[config.mk]
export PLATFORM = sky130hd
export DESIGN_NAME = accumulator_bytecode_cpu_unit
export DESIGN_NICKNAME = d
export VERILOG_FILES = /design/src/acb_pkg.sv /design/src/accumulator_bytecode_cpu_unit.sv
export SDC_FILE = /design/constraint.sdc
export NUM_CORES = 2
export LEC_CHECK = 0
export BUFFER_PORTS_ARGS = -buffer_cell sky130_fd_sc_hd__buf_4
export CORE_MARGIN = 4
export CORE_UTILIZATION = 40
export DETAILED_ROUTE_END_ITERATION = 10
export GPL_ROUTABILITY_DRIVEN = 1
export GPL_TIMING_DRIVEN = 0
export PLACE_DENSITY = 0.63
export SLEW_MARGIN = 10
export SYNTH_ARGS = -nofsm -noshare
export SYNTH_HDL_FRONTEND = slang
export SYNTH_SLANG_ARGS = --single-unit
[constraint.sdc]
create_clock -name clock -period 8 [get_ports clock]
set_clock_uncertainty 0.1 [all_clocks]
set_input_delay 1.6 -clock clock [delete_from_list [all_inputs] [get_ports clock]]
set_output_delay 1.6 -clock clock [all_outputs]
set_load 0.005 [all_outputs]
[src/acb_pkg.sv]
// Shared types and constants for the accumulator bytecode CPU unit.
package acb_pkg;

   localparam int STACK_DEPTH_DEF = 32;
   localparam int MEM_DEPTH       = 256;

   localparam logic [7:0] OP_LOAD_IMM = 8'h01;
   localparam logic [7:0] OP_ADD      = 8'h02;
   localparam logic [7:0] OP_PRINT    = 8'h03;
   localparam logic [7:0] OP_CMP      = 8'h04;
   localparam logic [7:0] OP_JEQ      = 8'h05;
   localparam logic [7:0] OP_JMP      = 8'h06;
   localparam logic [7:0] OP_PUSH     = 8'h07;
   localparam logic [7:0] OP_POP      = 8'h08;
   localparam logic [7:0] OP_XOR      = 8'h09;
   localparam logic [7:0] OP_STORE    = 8'h0A;
   localparam logic [7:0] OP_LOAD     = 8'h0B;
   localparam logic [7:0] OP_SYSCALL  = 8'h0C;
   localparam logic [7:0] OP_HALT     = 8'hFF;

   localparam logic [2:0] ST_NORMAL  = 3'd0;
   localparam logic [2:0] ST_PRINT   = 3'd1;
   localparam logic [2:0] ST_SYSCALL = 3'd2;
   localparam logic [2:0] ST_HALT    = 3'd3;
   localparam logic [2:0] ST_INVALID = 3'd4;
   localparam logic [2:0] ST_STOPPED = 3'd5;

   typedef struct packed {
      logic [7:0] opcode;
      logic [7:0] operand;
   } req_type;

   typedef struct packed {
      logic [7:0] next_pc;
      logic [7:0] acc_value;
      logic [2:0] status;
      logic [7:0] syscall_id;
   } rsp_type;

endpackage

[src/accumulator_bytecode_cpu_unit.sv]
// Accumulator bytecode CPU: executes one instruction per request.
//
// Usage: each request on req_* carries an opcode and the program byte that
// follows it. Every request yields exactly one response on rsp_* with the
// next program counter, the accumulator, a status code and a syscall id.
// The request is accepted when req_valid is high and req_stall is low; the
// response is taken when rsp_valid is high and rsp_stall is low.
// A request passes through an input register, during which the data memory is
// read at the operand address, then executes into the response register.
// Throughput is one request per cycle unless a response is held by rsp_stall;
// the accumulator, flag, stack pointer and program counter update in the execute stage.
// When rsp_stall is high with a response held, the execute stage holds and
// req_stall rises once the input register is full.
// Reset clears pc, accumulator, flag, stack pointer and the stopped state;
// data memory reads as zero until written, through per-byte valid bits
// cleared at reset, so no clearing pass is needed. After halt or an invalid
// opcode every response reports the held state with status already stopped.
module accumulator_bytecode_cpu_unit #(
   parameter int STACK_DEPTH = acb_pkg::STACK_DEPTH_DEF
) (
   input  logic             clock,
   input  logic             reset,
   input  logic             req_valid,
   output logic             req_stall,
   input  acb_pkg::req_type req_data,
   output logic             rsp_valid,
   input  logic             rsp_stall,
   output acb_pkg::rsp_type rsp_data
);

   localparam int SP_W  = $clog2(STACK_DEPTH + 1);
   localparam int IDX_W = (STACK_DEPTH > 1) ? $clog2(STACK_DEPTH) : 1;

   // pipeline control
   logic             in_valid_ff, in_valid_in;
   acb_pkg::req_type in_data_ff;
   logic             rsp_valid_ff, rsp_valid_in;
   acb_pkg::rsp_type rsp_data_ff, rsp_data_in;
   logic             advance, exec_go, req_fire;

   // architectural state
   logic [7:0]      pc_ff, pc_in;
   logic [7:0]      acc_ff, acc_in;
   logic            flag_ff, flag_in;
   logic [SP_W-1:0] sp_ff, sp_in;
   logic            stopped_ff, stopped_in;

   // storage
   logic [7:0] stack_mem [STACK_DEPTH];
   logic [7:0] data_mem [acb_pkg::MEM_DEPTH];
   logic [acb_pkg::MEM_DEPTH-1:0] mem_valid_ff;
   logic [7:0] rd_data_ff;
   logic       rd_valid_ff;

   logic            do_push, do_pop, do_store;
   logic [SP_W-1:0] sp_dec;
   logic [7:0]      pc1, pc2, ld_data, pop_data;

   assign advance   = !rsp_valid_ff || !rsp_stall;
   assign exec_go   = in_valid_ff && advance;
   assign req_stall = in_valid_ff && !advance;
   assign req_fire  = req_valid && !req_stall;

   assign in_valid_in  = req_fire ? 1'b1 : (exec_go ? 1'b0 : in_valid_ff);
   assign rsp_valid_in = exec_go ? 1'b1 : (rsp_stall ? rsp_valid_ff : 1'b0);

   assign pc1      = pc_ff + 8'd1;
   assign pc2      = pc_ff + 8'd2;
   assign sp_dec   = sp_ff - SP_W'(1);
   assign pop_data = stack_mem[sp_dec[IDX_W-1:0]];
   assign ld_data  = rd_valid_ff ? rd_data_ff : 8'd0;

   always_comb begin
      pc_in       = pc_ff;
      acc_in      = acc_ff;
      flag_in     = flag_ff;
      sp_in       = sp_ff;
      stopped_in  = stopped_ff;
      do_push     = 1'b0;
      do_pop      = 1'b0;
      do_store    = 1'b0;
      rsp_data_in = '{next_pc: pc_ff, acc_value: acc_ff,
                      status: acb_pkg::ST_STOPPED, syscall_id: 8'd0};
      if (!stopped_ff) begin
         pc_in = pc2;
         rsp_data_in.status = acb_pkg::ST_NORMAL;
         unique case (in_data_ff.opcode)
            acb_pkg::OP_LOAD_IMM: acc_in = in_data_ff.operand;
            acb_pkg::OP_ADD:      acc_in = acc_ff + in_data_ff.operand;
            acb_pkg::OP_PRINT: begin
               pc_in = pc1;
               rsp_data_in.status = acb_pkg::ST_PRINT;
            end
            acb_pkg::OP_CMP:      flag_in = (acc_ff == in_data_ff.operand);
            acb_pkg::OP_JEQ: begin
               if (flag_ff) pc_in = in_data_ff.operand;
            end
            acb_pkg::OP_JMP:      pc_in = in_data_ff.operand;
            acb_pkg::OP_PUSH: begin
               pc_in = pc1;
               if (sp_ff < SP_W'(STACK_DEPTH)) begin
                  do_push = 1'b1;
                  sp_in   = sp_ff + SP_W'(1);
               end
            end
            acb_pkg::OP_POP: begin
               pc_in = pc1;
               if (sp_ff != '0) begin
                  do_pop = 1'b1;
                  sp_in  = sp_dec;
                  acc_in = pop_data;
               end
            end
            acb_pkg::OP_XOR:      acc_in = acc_ff ^ in_data_ff.operand;
            acb_pkg::OP_STORE:    do_store = 1'b1;
            acb_pkg::OP_LOAD:     acc_in = ld_data;
            acb_pkg::OP_SYSCALL: begin
               rsp_data_in.status     = acb_pkg::ST_SYSCALL;
               rsp_data_in.syscall_id = in_data_ff.operand;
            end
            acb_pkg::OP_HALT: begin
               pc_in = pc1;
               stopped_in = 1'b1;
               rsp_data_in.status = acb_pkg::ST_HALT;
            end
            default: begin
               pc_in = pc1;
               stopped_in = 1'b1;
               rsp_data_in.status = acb_pkg::ST_INVALID;
            end
         endcase
         rsp_data_in.next_pc   = pc_in;
         rsp_data_in.acc_value = acc_in;
      end
   end

   always_ff @(posedge clock) begin
      if (reset) begin
         in_valid_ff  <= 1'b0;
         rsp_valid_ff <= 1'b0;
         pc_ff        <= 8'd0;
         acc_ff       <= 8'd0;
         flag_ff      <= 1'b0;
         sp_ff        <= '0;
         stopped_ff   <= 1'b0;
         mem_valid_ff <= '0;
      end else begin
         in_valid_ff  <= in_valid_in;
         rsp_valid_ff <= rsp_valid_in;
         if (exec_go) begin
            pc_ff      <= pc_in;
            acc_ff     <= acc_in;
            flag_ff    <= flag_in;
            sp_ff      <= sp_in;
            stopped_ff <= stopped_in;
            if (do_store) mem_valid_ff[in_data_ff.operand] <= 1'b1;
         end
      end
   end

   // payload registers
   always_ff @(posedge clock) begin
      if (req_fire) in_data_ff <= req_data;
      if (exec_go)  rsp_data_ff <= rsp_data_in;
   end

   // data memory: read at accept, bypass a store retiring on the same edge
   always_ff @(posedge clock) begin
      if (exec_go && do_store) data_mem[in_data_ff.operand] <= acc_ff;
      if (req_fire) begin
         if (exec_go && do_store && in_data_ff.operand == req_data.operand) begin
            rd_data_ff  <= acc_ff;
            rd_valid_ff <= 1'b1;
         end else begin
            rd_data_ff  <= data_mem[req_data.operand];
            rd_valid_ff <= mem_valid_ff[req_data.operand];
         end
      end
   end

   always_ff @(posedge clock) begin
      if (exec_go && do_push) stack_mem[sp_ff[IDX_W-1:0]] <= acc_ff;
   end

   assign rsp_valid = rsp_valid_ff;
   assign rsp_data  = rsp_data_ff;

   a_sp_bound: assert property (@(posedge clock) disable iff (reset)
      sp_ff <= SP_W'(STACK_DEPTH))
      else $error("stack pointer beyond depth");

   a_stop_sticky: assert property (@(posedge clock) disable iff (reset)
      stopped_ff |=> stopped_ff)
      else $error("stopped state cleared without reset");

   a_sid_zero: assert property (@(posedge clock) disable iff (reset)
      rsp_valid_ff && rsp_data_ff.status != acb_pkg::ST_SYSCALL
      |-> rsp_data_ff.syscall_id == 8'd0)
      else $error("syscall id set on non-syscall response");

   a_stopped_hold: assert property (@(posedge clock) disable iff (reset)
      stopped_ff && exec_go |=> $stable(pc_ff) && $stable(acc_ff) && $stable(sp_ff))
      else $error("state changed while stopped");

   a_pop_push_excl: assert property (@(posedge clock) disable iff (reset)
      !(do_push && do_pop))
      else $error("push and pop in one instruction");

endmodule

* Word-level counts from Yosys, hierarchy flattened *
Memory sizes are Yosys's and may differ from the RTL's. A register that Yosys moved wholly into a read port is not among the register bits.
Index checks and enable logic that the tools add are counted.

storage, ports and cells
  register bits after elaboration = 326
  RAM bits = 2304
  bits of input ports = 20
  output and inout bits = 29
  word-level logic and storage cells = 101
  memories kept = 2

memory list
  memory     depth  bits a word  rd ports  clocked after Yosys merged registers in  write ports  RTL line                             text
  data_mem   256    8            1         1                                        1            accumulator_bytecode_cpu_unit.sv:50  logic [7:0] data_mem [acb_pkg::MEM_DEPTH];
  stack_mem  32     8            1         0                                        1            accumulator_bytecode_cpu_unit.sv:49  logic [7:0] stack_mem [STACK_DEPTH];

cells by class
  add/subtract/negate cells = 5
  order comparisons = 4
  eq/ne operators = 18
  mux-type cells = 30
  bitwise operators = 4
  reduce and logical (&&, ||, !) cells = 23

operators with widths
  operator                                                     count
  OR 256 bit                                                   1
  == test 8 x 4 -> 1 bit (second input constant)               5
  case mux 8 bit (5 select lines)                              1
  == test 8 x 3 -> 1 bit (second input constant)               4
  2-to-1 mux 8 bit                                             4
  2-to-1 mux 27 bit                                            1
  case mux 8 bit (3 select lines)                              1
  less-than comparator 8 x 9 -> 1 bit (second input constant)  2
  2-to-1 mux 1 bit                                             17
  == test 8 x 2 -> 1 bit (second input constant)               2
  == test 8 bit                                                2
  2-to-1 mux 6 bit                                             2
  case mux 3 bit (4 select lines)                              1
  case mux 6 bit (2 select lines)                              1
  OR reduction 12 bit                                          1
  OR reduction 10 bit                                          1
  adder 8 x 1 -> 8 bit (second input constant)                 1
  adder 8 x 2 -> 8 bit (second input constant)                 1
  adder 8 bit                                                  1
  binary-select mux 1 bit (select 8 bit)                       1
  demux 1 bit (select 8 bit)                                   1
  == test 8 x 1 -> 1 bit (second input constant)               1
  == test 8 bit (second input constant)                        1
  >= comparator 8 x 1 -> 1 bit (second input constant)         1
  17 further kinds                                             30

* Logic depth before layout (Yosys ltp) *
  depth after elaboration = 7
  gate-level depth with buffers = 13
  mapped depth without buffers = 9

* Worst setup path after synthesis *
Ideal clock, no wire load.

  path type = reg2reg
  from = register acc_ff[1]
  to = register rsp_data_ff, in the netlist rsp_data[18], data pin
  library setup time = 256 ps
  arrival = 5798 ps
  required time = 7644 ps
  slack = 1845 ps
  stages on the path, launching flop included = 9
  buffers on the path = 0
  clock period less this slack = 6155 ps
  cell sequence = dfxtp_1 ha_1 a21o_1 a21oi_1 o21ai_0 a31oi_1 xor2_1 a21o_1 o22a_1

RTL lines
  element                 RTL line                              text
  from (decl)             accumulator_bytecode_cpu_unit.sv:43   logic [7:0] acc_ff, acc_in;
  from (signal assigned)  accumulator_bytecode_cpu_unit.sv:152  acc_ff <= acc_in;
  to (signal assigned)    accumulator_bytecode_cpu_unit.sv:164  if (exec_go) rsp_data_ff <= rsp_data_in;
  to (decl)               accumulator_bytecode_cpu_unit.sv:38   acb_pkg::rsp_type rsp_data_ff, rsp_data_in;

==> results.py <==
metrics = {
    "global_routing": {
        "grt_overflow_total": 0,
        "track_usage_pct": 25.7,
        "antenna_found_initial": 17,
        "grt_max_degree": 85,
        "grt_pass1_vias": 56600,
        "grt_first_pass_wirelength_um": 469000,
    },
    "drt": {
        "dr.pass1.iters": 6,
        "first_iter_violations": 9575,
        "ant_nets": 0,
        "vias": 58800,
        "vias_per_cell": 6.22,
        "route.detailed.drc": 0,
        "wl_per_cell_um": 36.6,
        "finalWirelength_um": 346000,
    },
    "hold_path": {
        "hold_path_class": "reg2reg",
    },
    "clocking": {
        "clock_latency_ps": 950,
        "cts_buffers": 282,
        "clockBufferDepth": 4,
        "postCtsSetupBuffers": 0,
        "root_buffer": "clkbuf_16",
        "cts_tree": "yes",
        "clkTransAtPathRegs_ps": 60,
        "cts_resized": 0,
        "cts_num_sinks": 2638,
        "cts_hold_buf": 0,
        "cts.htree.levels": 5,
    },
    "placement": {
        "hpwl_um": 238000,
        "placed_cells": 8976,
        "numPortBuffers": 47,
        "gp_congestion": 1.04,
    },
    "setup_path": {
        "required_ps": 8420,
        "cp-start-kind": "input port",
        "path_class": "in2reg",
        "path_buf_inv": 4,
        "cp_max_fo": 10,
        "cp_top_family": "buffers and inverters",
        "cp_slowest_stage_delay_ps": 1260,
        "slowest_stage": "nor4b_1",
        "worstPathArrival_ps": 7110,
        "path_cells": "buf_4, clkbuf_1, clkbuf_2, buf_2, mux2i_1, nand2_1, a32oi_1, nor4b_1, a211oi_1",
        "cp-end-kind": "register",
    },
    "power_and_ir_drop": {
        "clkPwrFrac_pct": 44.0,
        "p_switching_mw": 6.30,
        "power.internal_mw": 22.7,
        "power.total_mw": 29.0,
        "seq_power_share_pct": 51.5,
        "combPwrFrac_pct": 4.4,
        "swShare_pct": 21.8,
        "p_leak_nw": 39.9,
        "ir_worst_vdd_uv": 227,
        "power_density_nw_per_um2": 246,
    },
    "yosys": {
        "ys.flop_type": "edfxtp_1",
        "synthArstFlopShare_pct": 0,
        "synth_cell_types": 78,
        "avgSynthCellArea_um2": 18.7,
        "netlist_area_um2": 103000,
        "yosysSeqAreaShare_pct": 74.0,
        "synth_nets": 5543,
        "synth_seq_cells": 2638,
        "yosys_warnings": 0,
        "synth_edf_count": 2356,
        "syn_inst": 5508,
    },
    "timing": {
        "final.setup.tns_ps": 0,
        "drv_slew": 2,
        "min_period_ps": 6690,
        "period_share_pct": 83.6,
        "clock.fmax_mhz": 150,
        "whs_ps": 364,
        "setup_viol": 0,
        "hold_viol_final": 0,
        "rsz0062_at_grt": "false",
        "slew_headroom_pct": -4.70,
        "tightest_slew_ps": 1550,
    },
    "finish": {
        "drive_above_1_share_pct": 22.5,
        "multi_input_area_um2": 25300,
        "finalNetCount": 5911,
        "post-route-util_pct": 45.8,
        "finalNonFillerCells": 9461,
        "seqCellArea_um2": 76400,
        "area_growth_pct": 14.0,
        "fillCellCount": 21600,
    },
    "run_status": {
        "violations": "max-capacitance violations, max-slew violations",
        "outcome": "finished with violations",
    },
    "floorplan": {
        "dieArea_um2": 266000,
        "pin_count": 49,
        "die_h_um": 516,
        "rows": 186,
        "coreArea_um2": 257000,
        "start_util_pct": 40.2,
        "die_x_um": 516,
    },
    "job": {
        "cap_violations": 1,
    },
}
placed cells by master (no fill, tap or decap), types with 38 or more instances in the layout:
master / Yosys / final
clkbuf_16: 0 / 288
edfxtp_1: 2356 / 2356
mux2i_1: 131 / 131
clkinv_1: 0 / 46
a21oi_1: 337 / 337
o221ai_1: 38 / 38
buf_2: 71 / 91
nand2_1: 117 / 117
mux4_2: 660 / 660
buf_4: 34 / 81
a22oi_1: 40 / 40
clkbuf_1: 202 / 223
o21ai_0: 104 / 104
mux2_2: 50 / 50
dfxtp_1: 282 / 274
nor2_1: 651 / 651
power by group through the flow:
stage                     Sequential, mW  Clock (mW)  Combinational [mW]
after floorplan                     15.3           0               0.551
after global placement              15.4           0                1.12
after detailed placement            15.2           0                1.24
after CTS                           14.9        12.8                1.25
after global routing                14.9        13.4                1.29
final                               14.9        12.8                1.28
cells in the mapped netlist, types with 45 or more instances:
| library cell | number | area, µm² |
|---|---|---|
| buf_2 | 71 | 355 |
| nand2_1 | 117 | 439 |
| buf_1 | 45 | 169 |
| mux2i_1 | 131 | 1310 |
| mux2_2 | 50 | 563 |
| o21ai_0 | 104 | 521 |
| mux4_2 | 660 | 14900 |
| a21oi_1 | 337 | 1690 |
| clkbuf_1 | 202 | 758 |
| edfxtp_1 | 2356 | 70700 |
| dfxtp_1 | 282 | 5650 |
| nor2_1 | 651 | 2440 |
logic make-up after synthesis:
kind of cell	Yosys count	synth area share (%)
buffers and inverters	368	1.55
adder cells (fa/ha/maj)	15	0.189
multiplexers	841	16.2
AND/OR/NAND/NOR	962	3.99
flip-flops	2638	74.0
XOR/XNOR	28	0.238
AO/OA/AOI/OAI	656	3.82
worst register-to-register path, delay by kind of cell (launching register included):
kind	cells	cell delay (ps)
AND/OR/NAND/NOR	7	3980
buffers and inverters	1	780
flip-flops	1	430
routing by layer:
layer	up-vias	GRT usage [%]	share of wire (%)
met4	2	13.4	6.2
met2	4087	38.6	45
met5	-	0	0.0038
met3	786	7.46	12
met1	31000	34.0	37
li1	23000	-	-
metrics by stage:
stage | area [µm²] | worst slack [ps]
4_1_cts | 118000 | 1830
3_3_place_gp | 108000 | -2880
6_report | 118000 | 1310
5_1_grt | 118000 | 1700
3_5_place_dp | 109000 | 844
2_1_floorplan | 103000 | 1850
final cells by class:
type                       instances  share of cell area [%]
antenna                           10                  0.0213
clock buffer                     341                    6.33
clock inverter                   134                    1.13
inverter                          15                  0.0478
sequential                      2638                    64.9
multi-input combinational       2502                    21.5
tap                             3384                    3.60
buffer                           353                    1.37
timing repair buffer              84                    1.10
state kept, by name (all words and copies together) (netlist names):
register and cells:
mem_valid_ff 256, data_mem 2048, flag_ff 1, in_data_ff 16, pc_ff 8, rd_valid_ff 1, rsp_data 27, sp_ff 6
acc_ff 8, in_valid_ff 1, stack_mem 256, stopped_ff 1, rd_data_ff 8, rsp_valid 1
worst paths after layout:
| kind | start | to | slack, ps | cells after the start |
|---|---|---|---|---|
| max reg2reg | in_data_ff[15] | data_mem[177][0] | 2320 | 8 |
| min | mem_valid_ff[222] | mem_valid_ff[222] | 360 | 2 |
| min reg2reg | mem_valid_ff[222] | mem_valid_ff[222] | 360 | 2 |
| max | req_data[3] | rd_data_ff[4] | 1310 | 9 |
Note: power is estimated with default switching activity, not from simulation.
